$ cat src/rtl/core/drfs_pkg.sv
// ----------------------------------------------------------------------------
// drfs_pkg
// Shared types and constants for the delimited row field splitter.
// ----------------------------------------------------------------------------
package drfs_pkg;

  localparam int unsigned MAX_LINE = 4096;
  localparam int unsigned POS_W    = 13;
  localparam int unsigned NUM_W    = 12;
  localparam int unsigned BYTE_W   = 8;

  localparam logic [POS_W-1:0]  POS_MAX    = POS_W'(MAX_LINE);
  localparam logic [NUM_W-1:0]  NUM_MAX    = '1;
  localparam logic [BYTE_W-1:0] QUOTE_BYTE = 8'd34;
  localparam logic [BYTE_W-1:0] COMMA_BYTE = 8'd44;
  localparam logic [BYTE_W-1:0] DELIM_RST  = COMMA_BYTE;

  typedef enum logic [1:0] {
    MODE_PLAIN      = 2'd0,
    MODE_QUOTE      = 2'd1,
    MODE_AFTER_QUOTE = 2'd2
  } parse_mode_e;

  typedef struct packed {
    logic             valid;
    logic [POS_W-1:0] offset;
    logic [POS_W-1:0] length;
    logic [NUM_W-1:0] number;
    logic             present;
    logic             line_end;
    logic             overflow;
  } field_res_t;

endpackage

$ cat src/rtl/core/drfs_parser.sv
// ----------------------------------------------------------------------------
// drfs_parser
// Line state and per-byte field decode; result is combinational on the
// current transaction, state advances when step_i is high.
// ----------------------------------------------------------------------------
module drfs_parser import drfs_pkg::*; (
  input  logic              clk_i,
  input  logic              rst_ni,
  input  logic              step_i,
  input  logic              cmd_i,
  input  logic [BYTE_W-1:0] byte_i,
  input  logic [BYTE_W-1:0] delim_i,
  output field_res_t        res_o
);

  parse_mode_e      mode_q, mode_d;
  logic [POS_W-1:0] start_q, start_d;
  logic [POS_W-1:0] line_q, line_d;
  logic             after_q, after_d;
  logic [NUM_W-1:0] cnt_q, cnt_d;
  logic             ovf_q, ovf_d;

  logic             at_max;
  logic             ovf_next;
  logic [POS_W-1:0] len_w;
  logic [POS_W-1:0] nstart_w;
  logic             open_quote;
  logic             is_quote;

  assign at_max     = (line_q == POS_MAX);
  assign ovf_next   = ovf_q | at_max;
  assign len_w      = (line_q >= start_q) ? (line_q - start_q) : '0;
  assign nstart_w   = at_max ? POS_MAX : (line_q + POS_W'(1));
  assign is_quote   = (byte_i == QUOTE_BYTE);
  assign open_quote = (line_q == start_q) && is_quote;

  // next parse mode
  always_comb begin
    mode_d = mode_q;
    if (cmd_i) begin
      mode_d = MODE_PLAIN;
    end else begin
      unique case (mode_q)
        MODE_PLAIN:       if (open_quote) mode_d = MODE_QUOTE;
        MODE_QUOTE:       if (is_quote) mode_d = MODE_AFTER_QUOTE;
        MODE_AFTER_QUOTE: if (byte_i == COMMA_BYTE) mode_d = MODE_QUOTE;
        default:          mode_d = MODE_PLAIN;
      endcase
    end
  end

  // result and datapath state
  always_comb begin
    res_o   = '0;
    start_d = start_q;
    line_d  = line_q;
    after_d = after_q;
    cnt_d   = cnt_q;
    ovf_d   = ovf_q;
    if (cmd_i) begin
      res_o.valid    = 1'b1;
      res_o.line_end = 1'b1;
      res_o.overflow = ovf_q;
      if ((mode_q != MODE_AFTER_QUOTE) && ((len_w != '0) || after_q)) begin
        res_o.present = 1'b1;
        res_o.offset  = start_q;
        res_o.length  = len_w;
        res_o.number  = cnt_q;
      end
      start_d = '0;
      line_d  = '0;
      after_d = 1'b0;
      cnt_d   = '0;
      ovf_d   = 1'b0;
    end else begin
      ovf_d          = ovf_next;
      res_o.overflow = ovf_next;
      res_o.offset   = start_q;
      res_o.length   = len_w;
      res_o.number   = cnt_q;
      line_d         = at_max ? line_q : (line_q + POS_W'(1));
      unique case (mode_q)
        MODE_PLAIN: begin
          if (open_quote) begin
            start_d = nstart_w;
          end else begin
            after_d = 1'b0;
            if (byte_i == delim_i) begin
              res_o.valid   = 1'b1;
              res_o.present = 1'b1;
              start_d       = nstart_w;
              after_d       = 1'b1;
            end
          end
        end
        MODE_QUOTE: begin
          if (is_quote) begin
            res_o.valid   = 1'b1;
            res_o.present = 1'b1;
            after_d       = 1'b0;
          end
        end
        MODE_AFTER_QUOTE: begin
          if (byte_i == COMMA_BYTE) begin
            start_d = nstart_w;
            after_d = 1'b1;
          end
        end
        default: ;
      endcase
      if (res_o.valid && (cnt_q != NUM_MAX)) begin
        cnt_d = cnt_q + NUM_W'(1);
      end
    end
  end

  always_ff @(posedge clk_i or negedge rst_ni) begin
    if (!rst_ni) begin
      mode_q  <= MODE_PLAIN;
      start_q <= '0;
      line_q  <= '0;
      after_q <= 1'b0;
      cnt_q   <= '0;
      ovf_q   <= 1'b0;
    end else if (step_i) begin
      mode_q  <= mode_d;
      start_q <= start_d;
      line_q  <= line_d;
      after_q <= after_d;
      cnt_q   <= cnt_d;
      ovf_q   <= ovf_d;
    end
  end

endmodule

$ cat src/rtl/core/delimited_row_field_splitter_core.sv
// ----------------------------------------------------------------------------
// delimited_row_field_splitter_core
// Splits a byte stream of text lines into fields, one offset/length
// transaction per closed field and one per end of line, which also carries the last field if it is open.
// ----------------------------------------------------------------------------
//  channel   dir  contents
//  s_axis    in   tdata = text_byte, tuser = command (1 = end of line)
//  m_axis    out  tdata = offset, length, number; tuser = present, overflow;
//                 tlast = line_end
//  cfg       in   delimiter byte, written when cfg_we_i is high
//
//  One transaction accepted per cycle; the path runs through an input register,
//  then a result register. Bytes that close no field produce no output.
//  m_axis_tready low stalls the result register and, once the input
//  register is full, s_axis_tready. Reset clears line state and sets the
//  delimiter to comma.
// ----------------------------------------------------------------------------
module delimited_row_field_splitter_core import drfs_pkg::*; (
  input  logic              clk_i,
  input  logic              rst_ni,
  input  logic              cfg_we_i,
  input  logic [BYTE_W-1:0] cfg_wdata_i,
  input  logic              s_axis_tvalid,
  output logic              s_axis_tready,
  input  logic [7:0]        s_axis_tdata,   // [7:0] text_byte
  input  logic              s_axis_tuser,   // [0] command
  output logic              m_axis_tvalid,
  input  logic              m_axis_tready,
  output logic [39:0]       m_axis_tdata,   // [12:0] offset, [25:13] length,
                                            // [37:26] number, [39:38] zero
  output logic [1:0]        m_axis_tuser,   // [0] field_present, [1] overflow
  output logic              m_axis_tlast    // line_end
);

  logic [BYTE_W-1:0] delim_q;
  logic              in_vld_q;
  logic              in_cmd_q;
  logic [BYTE_W-1:0] in_byte_q;
  logic              out_vld_q;
  field_res_t        out_res_q;
  field_res_t        res_w;
  logic              out_free;
  logic              step;

  assign out_free      = !out_vld_q || m_axis_tready;
  assign step          = in_vld_q && out_free;
  assign s_axis_tready = !in_vld_q || out_free;

  drfs_parser u_parser (
    .clk_i   (clk_i),
    .rst_ni  (rst_ni),
    .step_i  (step),
    .cmd_i   (in_cmd_q),
    .byte_i  (in_byte_q),
    .delim_i (delim_q),
    .res_o   (res_w)
  );

  always_ff @(posedge clk_i or negedge rst_ni) begin
    if (!rst_ni) begin
      delim_q <= DELIM_RST;
    end else if (cfg_we_i) begin
      delim_q <= cfg_wdata_i;
    end
  end

  always_ff @(posedge clk_i or negedge rst_ni) begin
    if (!rst_ni) begin
      in_vld_q <= 1'b0;
    end else if (s_axis_tready) begin
      in_vld_q <= s_axis_tvalid;
    end
  end

  always_ff @(posedge clk_i) begin
    if (s_axis_tready && s_axis_tvalid) begin
      in_cmd_q  <= s_axis_tuser;
      in_byte_q <= s_axis_tdata;
    end
  end

  always_ff @(posedge clk_i or negedge rst_ni) begin
    if (!rst_ni) begin
      out_vld_q <= 1'b0;
    end else if (out_free) begin
      out_vld_q <= step && res_w.valid;
    end
  end

  always_ff @(posedge clk_i) begin
    if (step && res_w.valid && out_free) begin
      out_res_q <= res_w;
    end
  end

  assign m_axis_tvalid = out_vld_q;
  assign m_axis_tdata  = {2'b00, out_res_q.number, out_res_q.length, out_res_q.offset};
  assign m_axis_tuser  = {out_res_q.overflow, out_res_q.present};
  assign m_axis_tlast  = out_res_q.line_end;

endmodule

$ cat config.mk
export PLATFORM = sky130hd
export DESIGN_NAME = delimited_row_field_splitter_core
export DESIGN_NICKNAME = d
export VERILOG_FILES = /design/src/rtl/core/drfs_pkg.sv /design/src/rtl/core/drfs_parser.sv /design/src/rtl/core/delimited_row_field_splitter_core.sv
export SDC_FILE = /design/constraint.sdc
export NUM_CORES = 1
export LEC_CHECK = 0
export ABC_CLOCK_PERIOD_IN_PS = 8480
export BUFFER_PORTS_ARGS = -buffer_cell sky130_fd_sc_hd__buf_2
export CAP_MARGIN = 30
export CORE_ASPECT_RATIO = 1.5
export CORE_MARGIN = 5
export CORE_UTILIZATION = 63
export DETAILED_ROUTE_END_ITERATION = 10
export PLACE_DENSITY = 0.85
export SETUP_SLACK_MARGIN = 0.3
export SYNTH_ARGS = -nofsm -noshare
export SYNTH_HDL_FRONTEND = slang
export SYNTH_HIERARCHICAL = 1
export SYNTH_SLANG_ARGS = --single-unit
$ cat constraint.sdc
create_clock -name clk_i -period 8.48 [get_ports clk_i]
set_input_delay 1.696 -clock clk_i [delete_from_list [all_inputs] [get_ports clk_i]]
set_output_delay 1.696 -clock clk_i [all_outputs]
set_load 0.05 [all_outputs]
==> summary.log <==
[status] status complete, no violations
[clock_network] number of buffers created by CTS 9
[die] I/O pin count 67
[pwr] IR drop worst, VDD 0.319 mV
[critical_path] Req. time, crit path 6780 ps
[synthesis] cell count after synthesis 565
[placement] gpl congestion 0.961
[clock_network] buffer depth of the longest clock path 2
[finish] filler cell count 622
[detailed_routing] length of routed met2 wiring 7030 um
[clock_network] Setup Fix Bufs, Post-CTS 0
[synthesis] top-area cell type share of the netlist area 0.263
[global_route] grt total ovfl 0
[detailed_routing] 1st-pass router iterations 5
[placement] DP Area 6070 um^2
[clock_network] hold-fix buffer count after cts 0
[finish] share of final-layout standard cells stronger than drive strength 1 0.190
[pwr] fraction of power spent switching nets 0.445
[synthesis] most common cell in the synthesized netlist nor2_1
[global_route] antenna violations before repair 0
[detailed_routing] mean routed wirelength per cell 18.0 um
[synthesis] mean post-synth cell area 10.1 um^2
[global_route] global router's overall resource usage 0.249
[global_route] largest net degree at the start of global routing 53
[sta] crit share post-route 0.461
[clock_network] TritonCTS clock tree yes
[synthesis] sequential fraction of the synthesis area 0.492
[synthesis] most area-hungry cell type in the Yosys netlist edfxtp_1
[pwr] switching power total 1080 uW
[sta] Highest Clock Rate 0.256 GHz
[finish] antenna diode instance count 0
[sta] slew of the pin with the lowest slew margin 794 ps
[detailed_routing] via count 4600
[detailed_routing] met1 WL 4890 um
[critical_path] CP arrival 2210 ps
[detailed_routing] Via density 6.22
[clock_network] clock transition at the registers of the reported paths 70 ps
[pwr] sequential share of power 0.310
[critical_path] maximum fanout count along the critical path 3
[synthesis] top cells by area in the synthesized netlist edfxtp_1, dfrtp_1, nor2_1
[clock_network] PostCTS Resize Cnt 0
[detailed_routing] met3 wire length 870 um
[die] core area 8830 um^2
[clock_network] CTS H-Tree Depth 3
[die] Starting Density 0.646
[die] chip height 127 um
[detailed_routing] remaining design rule violation count 0
[critical_path] Critical Path Start Type input port
[synthesis] post-synth design cell area 5700 um^2
[die] row cnt 42
[pwr] clock group share of total power 0.182
[detailed_routing] Total Wirelength 13300 um
[finish] sequential cell area 2810 um^2
[pwr] leakage power 0.00279 uW
[finish] synth-to-layout area growth 12.8%
[global_route] via count of the first global-routing pass 4561
[flow_run] number of maximum-capacitance constraint violations 0
[pwr] cell area power density 378 nW/um^2
[placement] I/O Buffers 64
[sta] Max Transition Viols Final 0
[sta] final period demand of the worst path 3910 ps
[detailed_routing] Iteration-0 DRC Markers 449
[clock_network] clock latency of the later-clocked register in the worst-skew pair 340 ps
[pwr] part of the power in combinational logic 0.508
[synthesis] yosys synthesis warning count 6
[placement] post-detailed-placement half-perimeter wirelength 9430 um
[synthesis] most instantiated flip-flop cell in the synthesis netlist edfxtp_1
[worst_hold_path] class of the most critical hold timing path reg2reg
[synthesis] ranking of synthesized cells by instance count nor2_1, nand2_1, edfxtp_1
[finish] multi-input logic area 2640 um^2
[pwr] Internal Power 1350 uW
[sta] Setup TNS 0 ps
[die] Die Span X 87.7 um
[synthesis] flip-flop and latch count after synthesis 102
[finish] final standard cell area without fillers 6430 um^2
[synthesis] proportion of register bits with asynchronous set or reset after synthesis 0.510
[finish] count of nets after finishing 668
[sta] Clock Skew 6.30 ps
[detailed_routing] highest routed metal layer met4
[global_route] global-route wire length before repair 22000 um
[die] full die area 11100 um^2
[synthesis] Unique masters post-synth 69
[synthesis] number of enable flip-flop cells after synthesis 50
[sta] number of hold violations in the final report 0
[detailed_routing] number of nets with antenna violations after detailed routing 0
[clock_network] number of clock sinks 102
[clock_network] Clk Tree Root Cell clkbuf_16
[sta] headroom to the max-slew limit 0.466
[critical_path] sort of element at the end of the critical path output pin
[sta] number of setup violations in the final report 0
[sta] unrepaired setup endpoints after global routing no
[critical_path] Crit Path Category in2out
## cells by family (layout without fill, tap and decap cells)
family | after synthesis | in the layout | synth area share
adder cells (fa/ha/maj) | 21 | 21 | 0.0474
XOR/XNOR | 29 | 29 | 0.0446
buffers and inverters | 59 | 123 | 0.0468
other | 1 | 2 | 0.000658
AND/OR/NAND/NOR | 228 | 228 | 0.197
flip-flops | 102 | 102 | 0.492
AO/OA/AOI/OAI | 102 | 102 | 0.121
multiplexers | 23 | 23 | 0.0498
## metal layers
metal,up-vias,global-route usage
li1,2127,-
met1,2198,0.290
met2,231,0.444
met3,44,0.0292
met4,0,0.121
met5,-,0
## path summary, 6_finish.rpt
check	slack [ps]	depth (start not counted)	end	from
hold reg to reg	490	2	u_parser/after_q$_DFFE_PN0P_	u_parser/after_q$_DFFE_PN0P_
hold / removal	490	2	u_parser/after_q$_DFFE_PN0P_	u_parser/after_q$_DFFE_PN0P_
setup reg to reg	5060	7	u_parser/start_q[11]$_DFFE_PN0P_	u_parser/line_q[8]$_DFFE_PN0P_
setup / recovery	4570	3	s_axis_tready	m_axis_tready
min in group asynchronous	1460	2	u_parser/mode_q[0]$_DFFE_PN0P_	rst_ni
max in group asynchronous	6570	2	u_parser/start_q[1]$_DFFE_PN0P_	rst_ni
## critical path, cell delays in order
cell	delay [ps]
buf_2	100
nand3b_1	180
buf_2	240
## per-stage QoR
stage	hold WS [ps]	std cells	total power [uW]	utilization	setup slack [ps]
floorplan	446	566	1680	-	4360
global placement	459	722	1910	0.687	4600
detailed placement	472	722	1940	0.687	4590
CTS	489	738	2390	0.724	4570
global route	517	740	2580	0.728	4530
finish	487	740	2430	0.728	4570
## power groups by stage
stage / sequential (uW) / clock, uW / combinational [uW]
after CTS: 751 / 448 / 1200
after floorplan: 864 / 0 / 818
final: 753 / 443 / 1230
after detailed placement: 758 / 0 / 1180
after global routing: 765 / 471 / 1340
after global placement: 751 / 0 / 1160
## placed cells by master (no fill, tap or decap), types with 9 or more instances in the layout
| cell | n |
|---|---|
| nand2_1 | 61 |
| nand3_1 | 18 |
| a21oi_1 | 30 |
| dfrtp_1 | 49 |
| nor3_1 | 16 |
| o21ai_0 | 18 |
| edfxtp_1 | 50 |
| buf_2 | 64 |
| o22ai_1 | 10 |
| inv_1 | 38 |
| clkbuf_16 | 9 |
| nor2_1 | 71 |
| mux2_2 | 11 |
| xor2_1 | 18 |
| or3_1 | 10 |
| ha_1 | 20 |
| xnor2_1 | 11 |
## sequential cells by signal (all words and copies together), names as in the netlist
name,count
u_parser/start_q,13
u_parser/mode_q,2
u_parser/cnt_q,12
in_cmd_q,1
u_parser/after_q,1
in_vld_q,1
u_parser/line_q,13
in_byte_q,8
m_axis_tlast,1
delim_q,8
m_axis_tvalid,1
m_axis_tdata,38
m_axis_tuser,2
u_parser/ovf_q,1
## cell type report
class | count | share of cell area
tap | 110 | 0.0214
clock buffer | 9 | 0.0350
inverter | 38 | 0.0222
multi-input combinational | 405 | 0.410
sequential | 102 | 0.436
clock inverter | 7 | 0.0160
timing repair buffer | 69 | 0.0588
No activity file was read; power rests on OpenSTA's default activity.
